[src/hdl/jse_pkg.sv]
// ----------------------------------------------------------------------------
// jse_pkg
// Shared types, character codes and helpers for the JSON string escaper.
// ----------------------------------------------------------------------------
package jse_pkg;

    localparam int MAX_CHARS = 8;

    localparam logic [7:0] LEAD_MASK = 8'he0;
    localparam logic [7:0] LEAD_CODE = 8'hc0;

    localparam logic [7:0] CH_QUOTE     = 8'h22;
    localparam logic [7:0] CH_BACKSLASH = 8'h5c;
    localparam logic [7:0] CH_SLASH     = 8'h2f;
    localparam logic [7:0] CH_ZERO      = 8'h30;
    localparam logic [7:0] CH_U         = 8'h75;
    localparam logic [7:0] CH_B         = 8'h62;
    localparam logic [7:0] CH_T         = 8'h74;
    localparam logic [7:0] CH_N         = 8'h6e;
    localparam logic [7:0] CH_F         = 8'h66;
    localparam logic [7:0] CH_R         = 8'h72;
    localparam logic [7:0] CH_A         = 8'h61;

    localparam logic [7:0] CTL_BS  = 8'h08;
    localparam logic [7:0] CTL_TAB = 8'h09;
    localparam logic [7:0] CTL_LF  = 8'h0a;
    localparam logic [7:0] CTL_FF  = 8'h0c;
    localparam logic [7:0] CTL_CR  = 8'h0d;
    localparam logic [7:0] CTL_END = 8'h20;

    // One classified input item: the characters it expands to, in order.
    typedef struct packed {
        logic [MAX_CHARS-1:0][7:0] chars;
        logic [3:0]                count;
        logic                      closes;
    } t_desc;

    function automatic logic [7:0] hex_digit(input logic [3:0] v);
        logic [7:0] r;
        if (v < 4'd10) begin
            r = CH_ZERO + {4'd0, v};
        end else begin
            r = CH_A + {4'd0, v - 4'd10};
        end
        return r;
    endfunction

endpackage

[src/hdl/json_string_escaper_core.sv]
// ----------------------------------------------------------------------------
// json_string_escaper_core
// Streaming escaper that turns raw string bytes into quoted JSON text.
// ----------------------------------------------------------------------------
// Input channel: i_valid, o_stall, i_in_byte, i_end_of_string. An item is
// taken at a clock edge with i_valid high and o_stall low. Output channel:
// o_valid, i_stall, o_out_char, o_last, o_closes_string, one character per
// item, taken at an edge with o_valid high and i_stall low.
// Each input item expands to one to eight characters, which pass through
// the queue and the output register. The back end emits one character per
// cycle while i_stall is low, so the output register sets the pace. Plain
// bytes flow at one item per cycle while i_stall is low; an n-character
// item holds the back end until all n are out, and once the QUEUE_DEPTH
// item queue fills o_stall rises until the back end finishes its head item.
// After reset the queue is empty, the output holds no item, and the next
// byte opens a new string. While i_stall is high the presented character
// holds, the queue keeps filling and then stalls the input.
// ----------------------------------------------------------------------------
module json_string_escaper_core #(
    parameter int QUEUE_DEPTH = 2
) (
    input  logic       i_clk,
    input  logic       i_rst_n,
    input  logic       i_valid,
    output logic       o_stall,
    input  logic [7:0] i_in_byte,
    input  logic       i_end_of_string,
    output logic       o_valid,
    input  logic       i_stall,
    output logic [7:0] o_out_char,
    output logic       o_last,
    output logic       o_closes_string
);

    logic           push;
    logic           pop;
    logic           full;
    logic           q_valid;
    jse_pkg::t_desc f_desc;
    jse_pkg::t_desc q_desc;

    assign o_stall = full;

    jse_front u_front (
        .i_clk           (i_clk),
        .i_rst_n         (i_rst_n),
        .i_valid         (i_valid),
        .i_full          (full),
        .i_in_byte       (i_in_byte),
        .i_end_of_string (i_end_of_string),
        .o_push          (push),
        .o_desc          (f_desc)
    );

    jse_queue #(
        .DEPTH (QUEUE_DEPTH)
    ) u_queue (
        .i_clk   (i_clk),
        .i_rst_n (i_rst_n),
        .i_push  (push),
        .i_desc  (f_desc),
        .i_pop   (pop),
        .o_full  (full),
        .o_valid (q_valid),
        .o_desc  (q_desc)
    );

    jse_back u_back (
        .i_clk           (i_clk),
        .i_rst_n         (i_rst_n),
        .i_q_valid       (q_valid),
        .i_desc          (q_desc),
        .o_pop           (pop),
        .i_stall         (i_stall),
        .o_valid         (o_valid),
        .o_out_char      (o_out_char),
        .o_last          (o_last),
        .o_closes_string (o_closes_string)
    );

endmodule

[src/hdl/jse_front.sv]
// ----------------------------------------------------------------------------
// jse_front
// Accepts input bytes, tracks string state and builds the escaped expansion.
// ----------------------------------------------------------------------------
module jse_front (
    input  logic          i_clk,
    input  logic          i_rst_n,
    input  logic          i_valid,
    input  logic          i_full,
    input  logic [7:0]    i_in_byte,
    input  logic          i_end_of_string,
    output logic          o_push,
    output jse_pkg::t_desc o_desc
);

    logic r_start;
    logic r_pend;
    logic n_start;
    logic n_pend;
    logic is_lead;

    assign o_push = i_valid && !i_full;

    always_comb begin
        logic [3:0] n;
        jse_pkg::t_desc d;
        logic [7:0] c;
        logic [7:0] e;
        d       = '0;
        n       = 4'd0;
        c       = i_in_byte;
        e       = c;
        is_lead = 1'b0;
        if (r_start) begin
            d.chars[n[2:0]] = jse_pkg::CH_QUOTE; n = n + 4'd1;
        end
        if (r_pend) begin
            d.chars[n[2:0]] = jse_pkg::hex_digit(c[7:4]); n = n + 4'd1;
            d.chars[n[2:0]] = jse_pkg::hex_digit(c[3:0]); n = n + 4'd1;
        end else if (c inside {jse_pkg::CH_QUOTE, jse_pkg::CH_BACKSLASH, jse_pkg::CH_SLASH,
                               jse_pkg::CTL_BS, jse_pkg::CTL_TAB, jse_pkg::CTL_LF,
                               jse_pkg::CTL_FF, jse_pkg::CTL_CR}) begin
            case (c)
                jse_pkg::CTL_BS:  e = jse_pkg::CH_B;
                jse_pkg::CTL_TAB: e = jse_pkg::CH_T;
                jse_pkg::CTL_LF:  e = jse_pkg::CH_N;
                jse_pkg::CTL_FF:  e = jse_pkg::CH_F;
                jse_pkg::CTL_CR:  e = jse_pkg::CH_R;
                default:          e = c;
            endcase
            d.chars[n[2:0]] = jse_pkg::CH_BACKSLASH; n = n + 4'd1;
            d.chars[n[2:0]] = e;                     n = n + 4'd1;
        end else if (c < jse_pkg::CTL_END) begin
            d.chars[n[2:0]] = jse_pkg::CH_BACKSLASH;          n = n + 4'd1;
            d.chars[n[2:0]] = jse_pkg::CH_U;                  n = n + 4'd1;
            d.chars[n[2:0]] = jse_pkg::CH_ZERO;               n = n + 4'd1;
            d.chars[n[2:0]] = jse_pkg::CH_ZERO;               n = n + 4'd1;
            d.chars[n[2:0]] = jse_pkg::hex_digit(c[7:4]);     n = n + 4'd1;
            d.chars[n[2:0]] = jse_pkg::hex_digit(c[3:0]);     n = n + 4'd1;
        end else if ((c & jse_pkg::LEAD_MASK) == jse_pkg::LEAD_CODE) begin
            is_lead = 1'b1;
            d.chars[n[2:0]] = jse_pkg::CH_BACKSLASH;          n = n + 4'd1;
            d.chars[n[2:0]] = jse_pkg::CH_U;                  n = n + 4'd1;
            d.chars[n[2:0]] = jse_pkg::hex_digit(c[7:4]);     n = n + 4'd1;
            d.chars[n[2:0]] = jse_pkg::hex_digit(c[3:0]);     n = n + 4'd1;
            if (i_end_of_string) begin
                d.chars[n[2:0]] = jse_pkg::CH_ZERO;           n = n + 4'd1;
                d.chars[n[2:0]] = jse_pkg::CH_ZERO;           n = n + 4'd1;
            end
        end else begin
            d.chars[n[2:0]] = c; n = n + 4'd1;
        end
        if (i_end_of_string) begin
            d.chars[n[2:0]] = jse_pkg::CH_QUOTE; n = n + 4'd1;
            d.closes = 1'b1;
        end
        d.count = n;
        o_desc  = d;
    end

    always_comb begin
        n_start = r_start;
        n_pend  = r_pend;
        if (o_push) begin
            n_start = i_end_of_string;
            n_pend  = is_lead && !i_end_of_string;
        end
    end

    always_ff @(posedge i_clk) begin
        if (!i_rst_n) begin
            r_start <= 1'b1;
            r_pend  <= 1'b0;
        end else begin
            r_start <= n_start;
            r_pend  <= n_pend;
        end
    end

    a_pend_not_start: assert property (@(posedge i_clk) disable iff (!i_rst_n)
        r_pend |-> !r_start)
        else $error("Pending second byte while at string start.");

    a_desc_count: assert property (@(posedge i_clk) disable iff (!i_rst_n)
        o_push |-> (o_desc.count != 4'd0 && o_desc.count <= 4'd8))
        else $error("Item expansion has an impossible length.");

endmodule

[src/hdl/jse_queue.sv]
// ----------------------------------------------------------------------------
// jse_queue
// Short queue of classified items between the front and the back.
// ----------------------------------------------------------------------------
module jse_queue #(
    parameter int DEPTH = 2
) (
    input  logic           i_clk,
    input  logic           i_rst_n,
    input  logic           i_push,
    input  jse_pkg::t_desc i_desc,
    input  logic           i_pop,
    output logic           o_full,
    output logic           o_valid,
    output jse_pkg::t_desc o_desc
);

    localparam int AW = (DEPTH > 1) ? $clog2(DEPTH) : 1;
    localparam int CW = $clog2(DEPTH + 1);

    jse_pkg::t_desc r_mem [DEPTH];
    logic [AW-1:0]  r_wr;
    logic [AW-1:0]  r_rd;
    logic [CW-1:0]  r_count;
    logic [AW-1:0]  n_wr;
    logic [AW-1:0]  n_rd;
    logic [CW-1:0]  n_count;

    assign o_full  = (r_count == CW'(DEPTH));
    assign o_valid = (r_count != '0);
    assign o_desc  = r_mem[r_rd];

    always_comb begin
        n_wr    = r_wr;
        n_rd    = r_rd;
        n_count = r_count;
        if (i_push) begin
            n_wr = (r_wr == AW'(DEPTH - 1)) ? '0 : r_wr + AW'(1);
        end
        if (i_pop) begin
            n_rd = (r_rd == AW'(DEPTH - 1)) ? '0 : r_rd + AW'(1);
        end
        if (i_push && !i_pop) begin
            n_count = r_count + CW'(1);
        end else if (i_pop && !i_push) begin
            n_count = r_count - CW'(1);
        end
    end

    always_ff @(posedge i_clk) begin
        if (!i_rst_n) begin
            r_wr    <= '0;
            r_rd    <= '0;
            r_count <= '0;
        end else begin
            r_wr    <= n_wr;
            r_rd    <= n_rd;
            r_count <= n_count;
        end
    end

    always_ff @(posedge i_clk) begin
        if (i_push) begin
            r_mem[r_wr] <= i_desc;
        end
    end

    a_no_overflow: assert property (@(posedge i_clk) disable iff (!i_rst_n)
        i_push |-> !o_full)
        else $error("Queue written while full.");

    a_no_underflow: assert property (@(posedge i_clk) disable iff (!i_rst_n)
        i_pop |-> o_valid)
        else $error("Queue read while empty.");

endmodule

[src/hdl/jse_back.sv]
// ----------------------------------------------------------------------------
// jse_back
// Walks the head item of the queue, one character per cycle unless stalled.
// ----------------------------------------------------------------------------
module jse_back (
    input  logic           i_clk,
    input  logic           i_rst_n,
    input  logic           i_q_valid,
    input  jse_pkg::t_desc i_desc,
    output logic           o_pop,
    input  logic           i_stall,
    output logic           o_valid,
    output logic [7:0]     o_out_char,
    output logic           o_last,
    output logic           o_closes_string
);

    logic       r_valid;
    logic [7:0] r_char;
    logic       r_last;
    logic       r_closes;
    logic [2:0] r_idx;
    logic       n_valid;
    logic [2:0] n_idx;
    logic       advance;
    logic       is_last;

    assign advance = !r_valid || !i_stall;
    assign is_last = ({1'b0, r_idx} + 4'd1) == i_desc.count;
    assign o_pop   = advance && i_q_valid && is_last;

    always_comb begin
        n_valid = r_valid;
        n_idx   = r_idx;
        if (advance) begin
            n_valid = i_q_valid;
            if (i_q_valid) begin
                n_idx = is_last ? 3'd0 : r_idx + 3'd1;
            end
        end
    end

    always_ff @(posedge i_clk) begin
        if (!i_rst_n) begin
            r_valid <= 1'b0;
            r_idx   <= 3'd0;
        end else begin
            r_valid <= n_valid;
            r_idx   <= n_idx;
        end
    end

    always_ff @(posedge i_clk) begin
        if (advance && i_q_valid) begin
            r_char   <= i_desc.chars[r_idx];
            r_last   <= is_last;
            r_closes <= is_last && i_desc.closes;
        end
    end

    assign o_valid         = r_valid;
    assign o_out_char      = r_char;
    assign o_last          = r_last;
    assign o_closes_string = r_closes;

    a_close_is_last: assert property (@(posedge i_clk) disable iff (!i_rst_n)
        r_valid && r_closes |-> r_last)
        else $error("Closing quote is not the last character of its item.");

    a_idx_needs_item: assert property (@(posedge i_clk) disable iff (!i_rst_n)
        r_idx != 3'd0 |-> i_q_valid)
        else $error("Item lost in the middle of its expansion.");

endmodule

[config.mk]
export PLATFORM = sky130hd
export DESIGN_NAME = json_string_escaper_core
export DESIGN_NICKNAME = d
export VERILOG_FILES = /design/src/hdl/jse_pkg.sv /design/src/hdl/json_string_escaper_core.sv /design/src/hdl/jse_front.sv /design/src/hdl/jse_queue.sv /design/src/hdl/jse_back.sv
export SDC_FILE = /design/constraint.sdc
export NUM_CORES = 1
export LEC_CHECK = 0
export BUFFER_PORTS_ARGS = -buffer_cell sky130_fd_sc_hd__buf_2
export CAP_MARGIN = 5
export CORE_MARGIN = 1.5
export CORE_UTILIZATION = 40
export DETAILED_ROUTE_END_ITERATION = 16
export PLACE_DENSITY = 0.56
export SLEW_MARGIN = 0
export SYNTH_ARGS = -nofsm -noshare
export SYNTH_HDL_FRONTEND = slang
export SYNTH_SLANG_ARGS = --single-unit
[constraint.sdc]
create_clock -name i_clk -period 3.6 [get_ports i_clk]
set_input_delay 0.54 -clock i_clk [delete_from_list [all_inputs] [get_ports i_clk]]
set_output_delay 0.54 -clock i_clk [all_outputs]
set_load 0.005 [all_outputs]
Word-level counts from Yosys, hierarchy flattened
Memory sizes are Yosys's and may differ from the RTL's. A register that Yosys moved wholly into a read port is not among the register bits.
Index checks and enable logic that the tools add are counted.
{"block": "totals", "ff_bits": 20, "mem_count": 1, "word_cells": 178, "in_bits": 13, "out_inout_bits": 12, "ramBits": 138}
{"name": "u_queue.r_mem", "depth": 2, "width": 69, "read_ports": 1, "rd_clocked_by_memory_dff": 1, "wr": 1, "line": "jse_queue.sv:21", "text": "jse_pkg::t_desc r_mem [DEPTH];"}
{"block": "classes", "bitwise": 21, "n_lt_le_gt_ge": 18, "n_mux": 73, "addsub": 19, "n_eq_ne": 11, "reduce_logical": 25}
{"operator": "64-bit bitwise mux", "n": 8}
{"operator": "64-bit two-way mux", "n": 6}
{"operator": "48-bit AND", "n": 5}
{"operator": "48-bit NOT", "n": 5}
{"operator": "8-bit two-way mux", "n": 28}
{"operator": "8-bit demux with 3-bit select", "n": 7}
{"operator": "16-bit OR", "n": 5}
{"operator": "8-bit by 4-bit == test with 1-bit output (second input constant)", "n": 5}
{"operator": "40-bit OR", "n": 1}
{"operator": "8-bit case mux with 5 select lines", "n": 1}
{"operator": "4-bit by 32-bit AND with 32-bit output", "n": 1}
{"operator": "32-bit NOT", "n": 1}
{"operator": "3-bit by 32-bit OR with 32-bit output", "n": 1}
{"operator": "3-bit by 4-bit less-than comparator with 1-bit output (second input constant)", "n": 7}
{"operator": "4-bit by 1-bit adder with 4-bit output (second input constant)", "n": 6}
{"operator": "24-bit AND", "n": 1}
{"operator": "8-bit binary-select mux with 3-bit select", "n": 1}
{"operator": "4-bit two-way mux", "n": 6}
{"operator": "24-bit NOT", "n": 1}
{"operator": "3-bit by 1-bit >= comparator with 1-bit output (second input constant)", "n": 6}
{"operator": "7-bit by 4-bit adder with 8-bit output (first input constant)", "n": 2}
{"operator": "8-bit by 6-bit == test with 1-bit output (second input constant)", "n": 2}
{"operator": "6-bit by 4-bit adder with 7-bit output (first input constant)", "n": 2}
{"operator": "1-bit logical AND", "n": 14}
{"operator": "other kinds (24)", "n": 45}

Depth between registers and ports, before layout
Gate-level depths: netlist (run 1).
{"block": "depth", "word_depth": 19, "mapped_depth": 13, "depth_no_buf": 11}

Modules after synthesis
Synthesis (run 1) repeated with hierarchy kept, for this count alone.
{"block": "unflattened", "hier_cells": 572, "area_unflattened_um2": 7933.9}
{"module": "jse_queue", "cells_each": 237, "n_inst": 1, "area_per_inst_um2": 5240.0, "seq_area_each_um2": 4244.1}
{"module": "jse_front", "cells_each": 268, "n_inst": 1, "area_per_inst_um2": 1642.8, "seq_area_each_um2": 40.0}
{"module": "jse_back", "cells_each": 67, "n_inst": 1, "area_per_inst_um2": 1051.0, "seq_area_each_um2": 380.4}

Worst setup path after synthesis (run 1)
Ideal clock, no wire load.
{"block": "synth_timing", "kind": "input to register", "startpoint": "input i_valid", "endpoint": "memory u_queue.r_mem[0][0] (netlist name), enable pin", "setup_slack_ns": 0.065, "required_time_ns": 3.127, "path_buffers": 0, "arrival_ns": 3.062, "stages": 2, "path_cell_list": "nand2_1 nor2_1"}
{"block": "synth_via", "elab_chain_len": 3}
{"element": "from (decl)", "line": "json_string_escaper_core.sv:24", "text": "input logic i_valid,"}
{"element": "1-bit logical AND", "line": "jse_front.sv:22", "text": "assign o_push = i_valid && !i_full;"}
{"element": "1-bit two-way mux", "line": "jse_queue.sv:63", "text": "if (i_push) begin"}
{"element": "1-bit two-way mux (implied by the code)", "line": "jse_queue.sv:64", "text": "r_mem[r_wr] <= i_desc;"}
{"element": "to (decl)", "line": "jse_queue.sv:21"}
No other way between the ends.

==> flow_summary.toml, run 1 <==
[global_routing]
grt_usage = 0.185
overflow = 0
antenna_found_initial = 0
grt_max_degree = 43
grt_pass1_vias = 4269
grt_pass1_wl_mm = 24.3

[logic_synthesis]
synth_fa_ha_area_frac = 0.0283
synth_area_leaders = "edfxtp_1 (56%), mux4_2 (7.5%), dfxtp_1 (3.3%)"
ys_warn_count = 0
postSynthAreaPerCell_um2 = 12.6
synth_seq_cells = 135
synth_top_family_by_area = "simple AND/OR/NAND/NOR gates"
ys_async_sr_fraction = 0
synth_xor_area_frac = 0.0211
synth_top_area_frac = 0.561
synth-seq-area-share = 0.595
yosysTopAreaCell = "edfxtp_1"
synthFlopType = "edfxtp_1"
synth-simple-area-share = 0.111
netlist_instances = 525
synth_cell_types = 57
synth_mux_area_frac = 0.110
synth_area_mm2 = 0.00663
synth_edf_count = 124
synth_compound_area_frac = 0.103

[place]
portBuffers = 24
gp_congestion = 0.889
place_area_mm2 = 0.00702
dp.final_hpwl_mm = 10.7

[cells_and_area]
antenna_cells = 0
fin_nets = 579
final_layout_size_suffix_gt1_frac = 0.177
stdcell_area_mm2 = 0.00765
fill_cells = 1434
final_cell_mix = "edfxtp_1 (124), nor2_1 (47), nand2_1 (43)"
final_common_cell = "edfxtp_1"
area_delta_synth_final_pct = 15.4

[sta]
tns_ps = 0
layout_worst_path_cycle_share = 0.808
slew_headroom = 0.441
hold_viol_final = 0
fin_crit_ps = 2910
clock_skew_ps = 6.28
max_freq_mhz = 344
worst_slew_pin_slew_ps = 838
rsz0062_at_grt = "no"
setup_viol = 0
drv_slew = 0

[die]
die_y_um = 132
core_mm2 = 0.0161
start_util = 0.413
die_w_um = 132
die-area_mm2 = 0.0174
num_rows = 46
num_io_pins = 25

[clock_tree]
clk_path_buf_depth = 2
cts.sink_count = 135
clk_latency_ps = 420
cts.repair.resized = 0
postCtsSetupBuffers = 0
cts_root_buffer = "clkbuf_16"
htreeDepth = 4
cts_buffers = 17
cts_hold_buf = 0
clk_pin_slew_ps = 60
cts_tree = "done"

[critical_path]
crit_path_end_kind = "flip-flop"
rr_worst_depth = 7
cp_data_required_time_ps = 3940
startpoint_type = "flip-flop"
cp_max_fo = 16
critPathKind = "flip-flop to flip-flop"
cp.arrival_ps = 3250

[power]
ir_worst_vdd_mv = 0.338
p_leak_nw = 2.73
powerDensity_mw_per_mm2 = 674

[drt]
drtPass1Iterations = 5
num_vias = 4319
routed-wl-met3_um = 580
routedWlPerCell_um = 19.6
drc = 0
wl_mm = 15.3
post_drt_via_cell_ratio = 5.54
ant_nets = 0
highest_layer = "met4"
drt-met1-wl_mm = 7.24
wl_met2_mm = 7.27
detail_route.iter0.violations = 372

[job]
maxCapViolCount = 0

[min_path]
hp-class = "primary input to flip-flop"
min_path_cells = 3

[status]
status = "completed"
[metrics by stage]
stage | total power [W] | instances | setup WS [ps] | hold WS (ps) | utilization
6_report | 0.00516 | 780 | 693 | 411 | 0.477
5_1_grt | 0.00540 | 780 | 462 | 418 | 0.477
4_1_cts | 0.00521 | 780 | 645 | 396 | 0.477
3_5_place_dp | 0.00335 | 748 | 322 | 479 | 0.437
3_3_place_gp | 0.00332 | 748 | 408 | 463 | 0.437
2_1_floorplan | 0.00298 | 526 | 64.8 | 454 | -
[cells by family (layout without fill, tap and decap cells)]
logic type,after synthesis,in the layout
other cells,1,2
compound gates,110,110
flops,135,135
buf+inv,48,86
simple gates,155,155
mux,45,45
xor+xnor,16,16
fa+ha+maj,15,15
[final timing paths]
kind	start	end	slack [ps]
worst min-delay path	i_stall	u_back.o_valid	410
worst min register to register	u_queue.r_rd	u_queue.r_rd	480
worst max register to register	flip-flop	u_queue.r_count[1]	690
worst max-delay path	flip-flop	u_queue.r_count[1]	690
[power by group]
group	leakage, nW	switching (W)	internal (W)
sequential	1.27	0.000125	0.00209
combinational	1.16	0.000636	0.000455
clock	0.301	0.000634	0.00122
[sequential cells by signal (all words and copies together) (netlist names), 2 cells and up, named ones only]
signal,flops
u_queue.r_mem,114
u_back.o_out_char,8
u_back.r_idx,3
u_queue.r_count,2
[cell usage after synthesis, drive strengths merged, types with 2 or more instances]
| cell | number |
|---|---|
| nand2 | 43 |
| mux2i | 21 |
| inv | 17 |
| xnor2 | 12 |
| o22ai | 5 |
| a22oi | 4 |
| mux4 | 22 |
| a21boi | 7 |
| o21ai | 37 |
| mux2 | 2 |
| xor2 | 4 |
| a21o | 2 |
| a221o | 2 |
| nor2b | 5 |
| o32a | 3 |
| nand3 | 12 |
| nor2 | 49 |
| clkbuf | 18 |
| buf | 12 |
| a31oi | 2 |
| nand4 | 5 |
| o31ai | 2 |
| nand4b | 2 |
| or2 | 2 |
| dfxtp | 11 |
| and2 | 2 |
| ha | 15 |
| nor3b | 2 |
| nand2b | 4 |
| or3 | 4 |
| edfxtp | 124 |
| and3 | 7 |
| a211oi | 7 |
| o21a | 2 |
| nor3 | 15 |
| o211ai | 2 |
| a21oi | 29 |
[critical path, cell delays in order (launching register included)]
cell and delay (ps):
dfxtp_2 680, mux2i_1 450, xnor2_1 170, nand4_1 270
or2_2 390, ha_1 330, or3_1 370, a21boi_0 160
[cell type report]
cell class / count / area [µm²] / area share
tap: 216 / 270 / 0.0353
timing repair buffer: 36 / 235 / 0.0307
sequential: 135 / 3950 / 0.515
multi-input combinational: 343 / 2500 / 0.326
inverter: 18 / 67.6 / 0.00883
clock inverter: 13 / 204 / 0.0266
clock buffer: 19 / 433 / 0.0566
[per-layer routing]
| layer | GRT usage | vias up |
|---|---|---|
| met5 | 0 | - |
| met4 | 0.0617 | 0 |
| met3 | 0.0411 | 19 |
| met2 | 0.288 | 118 |
| met1 | 0.257 | 2140 |
| li1 | - | 2042 |
(Power assumes the default switching activity.)
==> inputs of run 2 (changes only) <==
--- a/config.mk
+++ b/config.mk
@@ -5,12 +5,13 @@
 export SDC_FILE = /design/constraint.sdc
 export NUM_CORES = 1
 export LEC_CHECK = 0
+export ABC_AREA = 1
 export BUFFER_PORTS_ARGS = -buffer_cell sky130_fd_sc_hd__buf_2
 export CAP_MARGIN = 5
 export CORE_MARGIN = 1.5
 export CORE_UTILIZATION = 40
 export DETAILED_ROUTE_END_ITERATION = 16
-export PLACE_DENSITY = 0.56
+export PLACE_DENSITY = 0.54
 export SLEW_MARGIN = 0
 export SYNTH_ARGS = -nofsm -noshare
 export SYNTH_HDL_FRONTEND = slang
==> constraint.sdc (replaced) <==
create_clock -name i_clk -period 2.7 [get_ports i_clk]
set_input_delay 0.405 -clock i_clk [delete_from_list [all_inputs] [get_ports i_clk]]
set_output_delay 0.405 -clock i_clk [all_outputs]
set_load 0.005 [all_outputs]
==> flow_summary.toml, run 2 <==
[clock_tree]
cts.sink_count = 135
clk_path_buf_depth = 2
cts_root_buffer = "clkbuf_16"
clk_pin_slew_ps = 60
cts_hold_buf = 0
cts.repair.resized = 0
cts_buffers = 17
cts_tree = "done"
clk_latency_ps = 420
htreeDepth = 4
postCtsSetupBuffers = 0

[power]
powerDensity_mw_per_mm2 = 882
p_total_w = 0.00699
power_frac_comb = 0.267
p_leak_nw = 3.16
seq_power_share = 0.419
cellInternalPower_w = 0.00470
ir_worst_vdd_mv = 0.444
p_sw_w = 0.00229
p_sw_frac = 0.327
p_clk_frac = 0.313

[critical_path]
crit_path_cell_trace = "inv_1 -> o21ai_0 -> inv_1 -> ha_1 -> a21oi_1 -> o21ai_0 -> o21ai_0 -> a21oi_1"
critPathKind = "flip-flop to flip-flop"
cp_max_fo = 6
crit_path_end_kind = "flip-flop"
crit_path_frequent_cell = "o21ai_0"
cp.arrival_ps = 2690
cp_slowest_cell = "o21ai_0"
crit_path_max_incr_delay_ps = 790
startpoint_type = "flip-flop"
crit_buf_inv = 2
critical_path.top_delay_family = "compound AO/OA/AOI/OAI gates"
cp_data_required_time_ps = 3010

[cells_and_area]
largest_register_ffs = 114
antenna_cells = 0
final_common_cell = "nand2_1"
largest_register = "u_queue.r_mem"
fin_nets = 781
area_delta_synth_final_pct = 15.2
fill_cells = 1561
final_cell_mix = "nand2_1 (148), edfxtp_1 (124), nor2_1 (103)"
final_layout_size_suffix_gt1_frac = 0.146
utilization = 0.475
stdcell_area_mm2 = 0.00793
stdcell_count = 986

[logic_synthesis]
synth_area_mm2 = 0.00688
synth_common_cells = "nand2_1 (148), edfxtp_1 (124), nor2_1 (105)"
yosysTopAreaCell = "edfxtp_1"
synth_top_area_frac = 0.541
synth_cell_types = 42
synth-seq-area-share = 0.573
ys_async_sr_fraction = 0
synthFlopType = "edfxtp_1"
ys_warn_count = 0
postSynthAreaPerCell_um2 = 9.60
synth_area_leaders = "edfxtp_1 (54%), nand2_1 (8.1%), o21ai_0 (6.1%)"
synth_seq_cells = 135
yosysMostFrequentCell = "nand2_1"
netlist_instances = 717
synth_edf_count = 124

[global_routing]
overflow = 0
grt_usage = 0.207
antenna_found_initial = 0
grt_pass1_wl_mm = 28.0
grt_max_degree = 58
grt_pass1_vias = 4961

[sta]
drv_slew = 0
worst_slew_pin_slew_ps = 1010
layout_worst_path_cycle_share = 0.879
hold_viol_final = 0
fin_crit_ps = 2370
clock_skew_ps = 12.9
slew_headroom = 0.317
max_freq_mhz = 421
setup_viol = 0
tns_ps = 0
rsz0062_at_grt = "no"

[status]
status = "completed"

[die]
core_mm2 = 0.0167
num_rows = 47
die_w_um = 134
start_util = 0.412
num_io_pins = 25
die-area_mm2 = 0.0180
die_y_um = 134

[place]
portBuffers = 24
dp.cells = 954
dp.final_hpwl_mm = 12.5
place_area_mm2 = 0.00736
gp_congestion = 0.980

[drt]
drtPass1Iterations = 5
ant_nets = 0
num_vias = 5206
detail_route.iter0.violations = 398
wl_mm = 17.9
drc = 0
post_drt_via_cell_ratio = 5.28
routedWlPerCell_um = 18.2

[job]
maxCapViolCount = 0

[min_path]
hp-class = "primary input to flip-flop"
run 2: changes by cell type after synthesis, sizes merged, moves of 9 or more:
cell	before	now
mux2i	21	0
o21ai	37	88
inv	17	56
a21oi	29	20
nor2	49	117
mux4	22	0
o211ai	2	13
nand3	12	28
o22ai	5	17
nor3	15	1
nand2	43	155
xnor2	12	3
run 2: final cells by class:
type                            instances  area, µm²  share of cell area
Sequential cell                       135       3950               0.497
Multi-Input combinational cell        493       2570               0.324
Clock buffer                           19        443              0.0559
Timing Repair Buffer                   49        358              0.0451
Tap cell                              220        275              0.0347
Inverter                               57        216              0.0273
Clock inverter                         13        125              0.0158
run 2: cells by family (layout without fill, tap and decap cells):
family	after synthesis	count (layout)	synth area share
other	1	2	0.000545
DFF	135	135	0.573
adders and majority gates	15	15	0.0273
buffers and inverters	90	138	0.0565
and+or+nand+nor	308	308	0.195
AOI/OAI and AO/OA	157	157	0.134
xor gates and xnor gates	11	11	0.0140
run 2: path summary, 6_finish.rpt:
kind | depth (start not counted) | end | slack (ps) | from
max | 8 | u_queue.r_count[1] | 330 | u_queue.r_count[1]
min | 3 | u_back.o_valid | 250 | i_stall
max reg2reg | 8 | u_queue.r_count[1] | 330 | u_queue.r_count[1]
min reg2reg | 2 | u_back.o_valid | 490 | u_back.o_valid
run 2: layer usage:
layer  wire, µm  track usage  part of all wire
met1       8670        0.299              0.48
met3        746       0.0321             0.042
met4        282       0.0753             0.016
met2       8230        0.315              0.46
met5          0            0                 0
run 2: through the flow:
stage	hold WS, ps	worst slack, ps
CTS	243	368
global placement	461	205
finish	255	327
global route	247	147
detailed placement	471	93.0
floorplan	466	102
run 2: worst register-to-register path, cell delays in order, from the launching register on:
cell,delay [ps]
dfxtp_1,330
inv_1,70
o21ai_0,790
inv_1,250
ha_1,390
a21oi_1,110
o21ai_0,110
o21ai_0,160
a21oi_1,50
run 2: power groups by stage:
stage,registers [W],clock network (W),logic [W]
after CTS,0.00293,0.00223,0.00188
final,0.00293,0.00219,0.00187
after global placement,0.00296,0,0.00185
after global routing,0.00297,0.00232,0.00207
after detailed placement,0.00298,0,0.00187
after floorplan,0.00297,0,0.00118
